`config.mk`:
```
export PLATFORM = sky130hd
export DESIGN_NAME = swr_ram
export DESIGN_NICKNAME = d
export VERILOG_FILES = /design/src/rtl/core/swr_ram.sv
export SDC_FILE = /design/constraint.sdc
export NUM_CORES = 1
export LEC_CHECK = 0
export ABC_AREA = 1
export BUFFER_PORTS_ARGS = -buffer_cell sky130_fd_sc_hd__buf_4
export CAP_MARGIN = 20
export CORE_ASPECT_RATIO = 1.1
export CORE_MARGIN = 5
export CORE_UTILIZATION = 61
export CTS_CLUSTER_SIZE = 28
export DETAILED_ROUTE_END_ITERATION = 8
export PLACE_DENSITY = 0.79
export SLEW_MARGIN = 20
export SYNTH_ARGS = -nofsm -noshare
export SYNTH_HDL_FRONTEND = slang
export SYNTH_SLANG_ARGS = --single-unit
export TNS_END_PERCENT = 5
```
`constraint.sdc`:
```
create_clock -name clk -period 1.85 [get_ports clk]
set_input_delay 0.185 -clock clk [delete_from_list [all_inputs] [get_ports clk]]
set_output_delay 0.185 -clock clk [all_outputs]
set_load 0.05 [all_outputs]
```
`src/rtl/core/swr_ram.sv`:
```
// ============================================================================
// swr_ram
// Generic single-port RAM with registered read.
// ============================================================================
module swr_ram #(
  parameter int WIDTH = 8,
  parameter int DEPTH = 16
) (
  input  logic                     clk,
  input  logic                     we,
  input  logic [$clog2(DEPTH)-1:0] addr,
  input  logic [WIDTH-1:0]         wdata,
  output logic [WIDTH-1:0]         rdata
);
  logic [WIDTH-1:0] mem [DEPTH];
  always_ff @(posedge clk) begin
    if (we) mem[addr] <= wdata;
    rdata <= mem[addr];
  end
endmodule

```
==> impl_results.md <==
- CP bufs+invs: 1
- Worst Skew: 0.0108 ns
- # DRC: 0
- Wire length per cell: 17.4 µm
- CP Launch Point: rdata[7]
- Fraction of synthesized area in multiplexers: 0%
- CP Capture Type: output port
- Antenna violations before repair: 0
- Number of port buffers: 21
- Post-Synth XOR/XNOR Area: 0%
- Power Density: 1100 nW/µm²
- Final Util: 73.4%
- Crit Path Class: reg -> out
- Min cycle time layout: 1.22 ns
- GRT Util Overall: 23.9%
- Adder and majority gate portion of the synthesized area: 0%
- Post-synthesis simple-gate area fraction: 24.8%
- Drt total wl: 12,500 µm
- RSZ-0062 raised after global routing: false
- Maxcap violations: 0
- Slew Limit Headroom: 76.0%
- Layout fillers: 605
- Postcts setup bufs: 0
- HPWL Detailed: 7640 µm
- Initial Util: 62.7%
- Drt first-iter violations: 350
- Synthesized area per cell: 10.2 µm²
- P&R area growth vs syn: 17.1%
- Clk_lat worst skew: 0.52 ns
- Layout cell share with drive strength beyond 1: 12.6%
- Hold Crit Class: in -> reg
- Synth Register Bits: 136
- Top delay family on crit path: flip-flops
- Fin nets: 606
- Layout Cells excl Fill: 719
- Final ANT Viol Nets: 0
- CP max stage cell: dfxtp_1
- Largest family of logic cells by synthesized area: simple AND/OR/NAND/NOR gates
- Req. time, crit path: 1.66 ns
- FMAX: 818 MHz
- Synth Area in Compound Gates: 0%
- Max Slew Vio Count: 0
- Via density: 5.37
- Mapped Area: 5590 µm²
- Setup-failing EPs final: 0
- N_diodes: 0
- Clk root buf: clkbuf_8
- CTS tree: done
- Setup tns final: 0 ns
- Unique masters post-synth: 11
- Most frequent cells in the layout: 346 x nand2_1, 128 x edfxtp_1, 46 x buf_4
- Final period util: 66.1%
- Clock buffer depth: 2
- Crit-path cells: buf_4
- Site Rows: 36
- Worst-margin pin slew: 0.360 ns
- Worst Setup Slack, final: 0.628 ns
- Routability cong.: 0.929
- Gr ovfl total: 0
- Critical Path AT: 1.04 ns
- Status: completed
- Clock Sinks: 136
- Vias: 3,863
- Largest stage delay, worst path: 0.32 ns
- Htree depth: 4
- Drt pass-1 iters: 5
- First-pass GRT wire length: 19,700 µm
- Cts bufs inserted: 17
- Chip height: 110 µm
- Io pins: 22
- Resize count post-CTS: 0
- Chip width: 101 µm
- Hold buffers post-CTS: 0
- Max FO, Critical Path: 1
- Vias in the first global route: 3,846
- Syn nets: 562
- Placed Cells: 687
- Largest net degree at the start of global routing: 34
- Die area: 11,200 µm²
- RR Startpoint: mem[1][5]
- Clock-pin slew on the worst setup and hold paths: 0.06 ns
- Startpoint Class: flip-flop
- Final Hold Vio Count: 0
- Setup Slack @ Placement: 0.365 ns
- Synth Instances: 548
- Total core area: 8920 µm²
- Max VDD drop: 0.000757 V
- Sequential cell area fraction in the yosys report: 71.6%
- Critical hold path startpoint: wdata[7]
- Most common cell after layout, fill and taps aside: nand2_1
- Yosys Warn Count: 0
- Leak pwr: 0.00286 µW
## final cells by class
type | instances | area [µm²] | area share, %
sequential | 136 | 4000 | 61.1
multi-input combinational | 368 | 1390 | 21.2
clock buffer | 25 | 494 | 7.55
timing repair buffer | 46 | 345 | 5.27
tap | 114 | 143 | 2.18
clock inverter | 7 | 90.1 | 1.38
inverter | 23 | 86.3 | 1.32
## state kept, by name, indices dropped and copies added (netlist names)
signal / flops
mem: 128
rdata: 8
## worst paths after layout
path	end	depth (start not counted)	slack (ns)
max	rdata[7]	1	0.63
min	mem[5][7]	1	0.03
max reg2reg	rdata[5]	8	0.83
min reg2reg	rdata[6]	8	0.71
## cells by family after synthesis
group,Yosys count
AND/OR/NAND/NOR,368
buffers and inverters,44
flip-flops,136
## per-stage QoR
stage                     cell area [µm²]  power, µW  hold slack, ns
after global placement               5960       4020           0.555
after global routing                 6550       7460          0.0163
after CTS                            6550       7270         0.00319
after floorplan                      5590       3840           0.284
final                                6550       7230          0.0291
after detailed placement             5960       4030           0.549
## layer usage
metal	up-vias	GRT usage (%)	wire [µm]
li1	1841	-	-
met1	1798	29.6	4670
met2	191	39.7	6480
met3	33	5.99	986
met4	0	9.66	355
met5	-	0	0
## Yosys cell counts (all sizes together)
cell type,instances,area [µm²]
dfxtp,8,160
inv,22,82.6
edfxtp,128,3840
clkbuf,3,11.3
nand3,4,20.0
clkinv,1,3.75
nand2,346,1300
nor2,18,67.6
buf,18,105
## power breakdown
group / total [µW] / internal [µW] / leakage (µW) / switching [µW]
Clock: 3250 / 2090 / 0.000284 / 1160
Combinational: 514 / 140 / 0.00135 / 373
Sequential: 3470 / 3450 / 0.00122 / 19.5
Total: 7230 / 5680 / 0.00286 / 1550
Power figures use the tool's default switching activity.
