## src/rtl/core/swr_pkg.sv

```systemverilog
// ============================================================================
// swr_pkg
// Shared types and constants of the sliding-window AC RMS block.
// ============================================================================
package swr_pkg;
  localparam int RmsW = 17;
  // Handshake between the top level and one channel lane.
  typedef struct packed {
    logic start;
    logic full;
  } swr_lane_ctl_t;
endpackage

```

## src/rtl/core/swr_lane.sv

```systemverilog
// ============================================================================
// swr_lane
// One channel: running-sum update, variance, divide and square root.
// ============================================================================
module swr_lane import swr_pkg::*; #(
  parameter int SB   = 13,
  parameter int NW   = 8,
  parameter int S1W  = 21,
  parameter int S2W  = 34
) (
  input  logic          clk,
  input  logic          rst_n,
  input  swr_lane_ctl_t ctl,
  input  logic [SB-1:0] old_smp,
  input  logic [SB-1:0] new_smp,
  input  logic [NW:0]   n,
  output logic          done,
  output logic [RmsW-1:0] rms
);
  localparam int DW  = S2W + NW + 1;      // n*S2 width
  localparam int QW  = DW + 8;            // dividend width
  localparam int NNW = 2 * (NW + 1);
  localparam int RW  = (QW + 1) / 2;
  localparam int CW  = $clog2(QW + 2);

  typedef enum logic [5:0] {
    S_IDLE = 6'b000001, S_UPD = 6'b000010, S_MUL = 6'b000100,
    S_DIV  = 6'b001000, S_SQ  = 6'b010000, S_OUT = 6'b100000
  } st_t;

  st_t st_r;
  logic [S1W-1:0] s1_r;
  logic [S2W-1:0] s2_r;
  logic [DW-1:0]  a_r, b_r;
  logic [NNW-1:0] nn_r;
  logic [QW-1:0]  num_r, quo_r;
  logic [NNW:0]   rem_r;
  logic [CW-1:0]  cnt_r;
  logic [QW-1:0]  x_r;
  logic [RW-1:0]  root_r;
  logic [RW+1:0]  srem_r;
  logic [RmsW-1:0] rms_r;

  logic [NNW:0]  rem_sh;
  logic [RW+1:0] srem_sh, strial;

  assign rem_sh  = {rem_r[NNW-1:0], num_r[QW-1]};
  assign srem_sh = {srem_r[RW-1:0], x_r[QW-1:QW-2]};
  assign strial  = {root_r, 2'b01};

  always_ff @(posedge clk) begin
    if (!rst_n) begin
      st_r <= S_IDLE; s1_r <= '0; s2_r <= '0;
    end else begin
      case (st_r)
        S_IDLE: if (ctl.start) st_r <= S_UPD;
        S_UPD: begin
          if (ctl.full) begin
            s1_r <= s1_r + S1W'(new_smp) - S1W'(old_smp);
            s2_r <= s2_r + S2W'(new_smp) * S2W'(new_smp) - S2W'(old_smp) * S2W'(old_smp);
          end else begin
            s1_r <= s1_r + S1W'(new_smp);
            s2_r <= s2_r + S2W'(new_smp) * S2W'(new_smp);
          end
          st_r <= S_MUL;
        end
        S_MUL: begin
          a_r  <= DW'(n) * DW'(s2_r);
          b_r  <= DW'(s1_r) * DW'(s1_r);
          nn_r <= NNW'(n) * NNW'(n);
          st_r <= S_DIV;
          cnt_r <= '0;
          rem_r <= '0;
          quo_r <= '0;
        end
        S_DIV: begin
          // The first divider cycle loads the dividend 256*D from the products.
          if (cnt_r == '0) begin
            num_r <= (a_r > b_r) ? {a_r - b_r, 8'h00} : '0;
            cnt_r <= cnt_r + 1'b1;
          end else if (cnt_r == CW'(QW + 1)) begin
            st_r <= S_SQ; cnt_r <= '0; x_r <= quo_r; root_r <= '0; srem_r <= '0;
          end else begin
            cnt_r <= cnt_r + 1'b1;
            num_r <= num_r << 1;
            if (rem_sh >= {1'b0, nn_r}) begin
              rem_r <= rem_sh - {1'b0, nn_r}; quo_r <= {quo_r[QW-2:0], 1'b1};
            end else begin
              rem_r <= rem_sh; quo_r <= {quo_r[QW-2:0], 1'b0};
            end
          end
        end
        S_SQ: begin
          if (cnt_r == CW'(RW)) begin
            st_r <= S_OUT; rms_r <= RmsW'(root_r);
          end else begin
            cnt_r <= cnt_r + 1'b1;
            x_r <= x_r << 2;
            if (srem_sh >= strial) begin
              srem_r <= srem_sh - strial; root_r <= {root_r[RW-2:0], 1'b1};
            end else begin
              srem_r <= srem_sh; root_r <= {root_r[RW-2:0], 1'b0};
            end
          end
        end
        S_OUT: st_r <= S_IDLE;
        default: st_r <= S_IDLE;
      endcase
    end
  end

  assign done = (st_r == S_OUT);
  assign rms  = rms_r;
endmodule

```

## config.mk

```make
export PLATFORM = sky130hd
export DESIGN_NAME = swr_lane
export DESIGN_NICKNAME = d
export VERILOG_FILES = /design/src/rtl/core/swr_pkg.sv /design/src/rtl/core/swr_lane.sv
export SDC_FILE = /design/constraint.sdc
export NUM_CORES = 2
export LEC_CHECK = 0
export BUFFER_PORTS_ARGS = -buffer_cell sky130_fd_sc_hd__buf_2
export CORE_MARGIN = 4
export CORE_UTILIZATION = 40
export CTS_CLUSTER_DIAMETER = 50
export CTS_CLUSTER_SIZE = 20
export DETAILED_ROUTE_END_ITERATION = 8
export PLACE_DENSITY_LB_ADDON = 0.3
export SYNTH_ARGS = -nofsm -noshare
export SYNTH_HDL_FRONTEND = slang
export SYNTH_SLANG_ARGS = --single-unit
```

## constraint.sdc

```tcl
create_clock -name clk -period 11.05 [get_ports clk]
set_input_delay 1.6575 -clock clk [delete_from_list [all_inputs] [get_ports clk]]
set_output_delay 1.6575 -clock clk [all_outputs]
set_load 0.03 [all_outputs]
```

==> results.md <==
- Outcome: complete, no violations
- Fmax: 100 MHz
- Total track usage: 18.5%
- # port buffers: 56
- Clock skew: 0.0528 ns
- Final worst slack: 1.10 ns
- Worst reg2reg path depth: 24
- Global routing usage on met2: 30.6%
- Syn-to-layout area delta: 7.63%
- Leakage: 29.5 nW
- Fillers: 13299
- Placed Cells: 7732
- Critical Path Slowest Stage Cell: o31ai_1
- Skew-Pair Late Insertion Delay: 0.66 ns
- Main flop type after synthesis: edfxtp_1
- Largest net degree at the start of global routing: 98
- Clk slew on worst S/H paths: 0.08 ns
- Synth area leaders: fa_1 (29%), edfxtp_1 (18%), ha_1 (12%)
- Post-CTS setup buffers: 0
- Share of the synthesized area in the top cell type: 29.0%
- DR vias: 39664
- Largest area contributor in the netlist: fa_1
- Relative slew slack: 27.2%
- Synth unique cells: 91
- M1 GR Usage: 25.0%
- Max rail drop VDD: 1140 uV
- Worst-path maximum fanout: 11
- Worst slew pin tran: 1.09 ns
- DRT Pass-1 Iters: 6
- Remaining DRCs: 0
- Place WS: 0.585 ns
- CP Data Required Time: 11.60 ns
- I/O pins: 57
- FF+latch count, synth: 400
- Number of hold buffers added after CTS: 0
- CP top delay family: adder cells
- Fin Hold WS: 0.451 ns
- Height of the chip: 381 um
- Post-DRT Antenna Nets: 0
- Post-DR vias/cell: 5.06
- Crit path kind: in -> reg
- Final setup TNS: 0 ns
- GR Util met3: 2.77%
- Count leader, synth: inv_1
- Critical Path Stages: 34
- Full die area: 146000 um^2
- Netlist area before placement: 55800 um^2
- Final min period: 9.95 ns
- Vias in the first global route: 41700
- Register area share after synthesis: 20.4%
- Maxcap violations: 0
- Unrepaired setup endpoints after global routing: no
- CP startpoint kind: input pin
- Power per cell area: 235 nW/um^2
- Row Count: 136
- Clock sink total: 400
- Max H-tree Level: 2
- Routability cong.: 0.900
- Initial Util: 40.4%
- CTS Buffer Depth: 3
- Critical path arrival: 10.50 ns
- WL per Instance: 17.0 um
- Syn_area_per_cell: 9.31 um^2
- Clock buffer count from CTS: 55
- Antenna violations before repair: 3
- # nets final: 7304
- Crit-path max cell delay: 0.57 ns
- Initial DRC Count: 2348
- CP Capture Type: flop
- Worst Hold Class: reg -> reg
- First-pass GRT wire length: 219000 um
- Final Hold Fails: 0
- CTS tree: built
- GRT busiest layer: met2
- Slew Limit Fails: 0
- Worst Hold Depth: 0
- Number of synthesized flops with an enable pin: 339
- CP Buf/Inv Count: 9
- Non-filler cells, final: 7838
- HPWL Detailed: 106000 um
- Root Buffer: clkbuf_16
- Total global routing overflow: 0
- Setup Viol. Count Final: 0
- Gate Count Post-Synth: 5992
- Chip width: 381 um
- Critical path's most frequent cell: inv_1
- Core area: 138000 um^2
- Post-synth ARST share: 0%
- Layout cell share with drive strength beyond 1: 4.54%
- Post-synth top cells: inv_1 (1260), fa_1 (809), nand2_1 (661)
- Yosys Warn Count: 0
- Final Cycle Share: 90.1%
- Post_cts resized: 0
- Final WL: 133000 um
==> logic make-up after synthesis <==
| family | Yosys count | synth area share, % |
|---|---|---|
| AND/OR/NAND/NOR | 1593 | 13.2 |
| buffers and inverters | 1486 | 10.0 |
| adder cells (fa/ha/maj) | 1339 | 40.9 |
| AO/OA/AOI/OAI | 850 | 10.2 |
| flip-flops | 400 | 20.4 |
| XOR/XNOR | 272 | 4.27 |
| multiplexers | 51 | 0.935 |
| other | 1 | 0.00672 |
==> per-layer routing <==
layer  up-vias  routed length [um]
met4         0                5200
li1      18894                   -
met2       949               61200
met3       174                7950
met1     19647               59100
met5         -                   0
==> final timing paths <==
check | start | to | slack, ns
worst max-delay path | new_smp[9] | s2_r[32]$_SDFFE_PN0P_ | 1.10
worst max register to register | s1_r[5]$_SDFFE_PN0P_ | b_r[38]$_DFFE_PP_ | 3.06
worst min register to register | root_r[6]$_SDFFCE_PN0P_ | rms[6]$_DFFE_PP_ | 0.45
worst min-delay path | root_r[6]$_SDFFCE_PN0P_ | rms[6]$_DFFE_PP_ | 0.45
==> per-stage QoR <==
step	cell area [um^2]	power [W]	utilization, %
2_1_floorplan	55800	0.00938	-
3_3_place_gp	58000	0.0116	42.0
3_5_place_dp	58000	0.0119	42.0
4_1_cts	60100	0.0140	43.5
5_1_grt	60100	0.0155	43.5
6_report	60100	0.0141	43.5
==> worst register-to-register path, stage by stage, from the launching register on <==
cell and delay [ns]:
dfxtp_1 0.64, buf_4 0.34, inv_1 0.24, nor2_1 0.26, fa_1 0.47, fa_1 0.50, fa_1 0.49, inv_1 0.06
fa_1 0.50, inv_1 0.06, fa_1 0.44, fa_1 0.53, fa_1 0.41, ha_1 0.35, and4_1 0.25, nand2b_1 0.07
o21ai_0 0.09, a211oi_2 0.37, o211ai_1 0.25, a31o_2 0.33, a211oi_2 0.41, a21oi_1 0.20, a21o_1 0.21, a21oi_1 0.17
xnor2_1 0.10
==> power breakdown <==
| group | internal [W] | switching [W] | leakage (nW) |
|---|---|---|---|
| clock network | 0.00111 | 0.000853 | 1.01 |
| logic | 0.00419 | 0.00631 | 24.7 |
| registers | 0.00165 | 0.0000217 | 3.82 |
==> state kept, by name, summed over array words and instances (netlist names) <==
signal and flops:
x_r 51, s2_r 34, b_r 41, st_r 6
quo_r 51, nn_r 17, cnt_r 6, num_r 43
s1_r 21, root_r 26, a_r 43, rms 17
srem_r 26, rem_r 18
==> layout make-up <==
| class | instances | area (um^2) | area share (%) |
|---|---|---|---|
| well taps | 1863 | 2330 | 3.88 |
| repair buffers | 101 | 618 | 1.03 |
| multi-input cells | 4107 | 38900 | 64.7 |
| clock buffers | 58 | 1410 | 2.34 |
| inverters | 1261 | 4730 | 7.88 |
| diodes | 2 | 5.00 | 0.00833 |
| flip-flops and latches | 400 | 11400 | 19.0 |
| clock inverters | 46 | 684 | 1.14 |
==> cells in the final DEF (no fill, tap or decap), types with 36 or more instances in the layout <==
cell       netlist  layout
clkbuf_16        0      55
edfxtp_1       339     339
o21ai_0        126     126
nand2b_1        37      37
buf_2            9      56
and2_1         282     281
a21oi_1        243     243
dfxtp_1         61      60
nor2_1         358     357
nor2b_1         46      46
ha_1           530     530
o21a_1          37      36
xor2_1          85      85
fa_1           809     809
nor3_1          44      43
inv_1         1260    1259
a211oi_1        66      65
xnor2_1        187     187
nand3_1         36      36
nand2_1        661     661
buf_4            1      45
a21o_1         131     131
mux2i_1         45      45
a22o_1          39      39
Note: power is estimated with default switching activity, not from simulation.
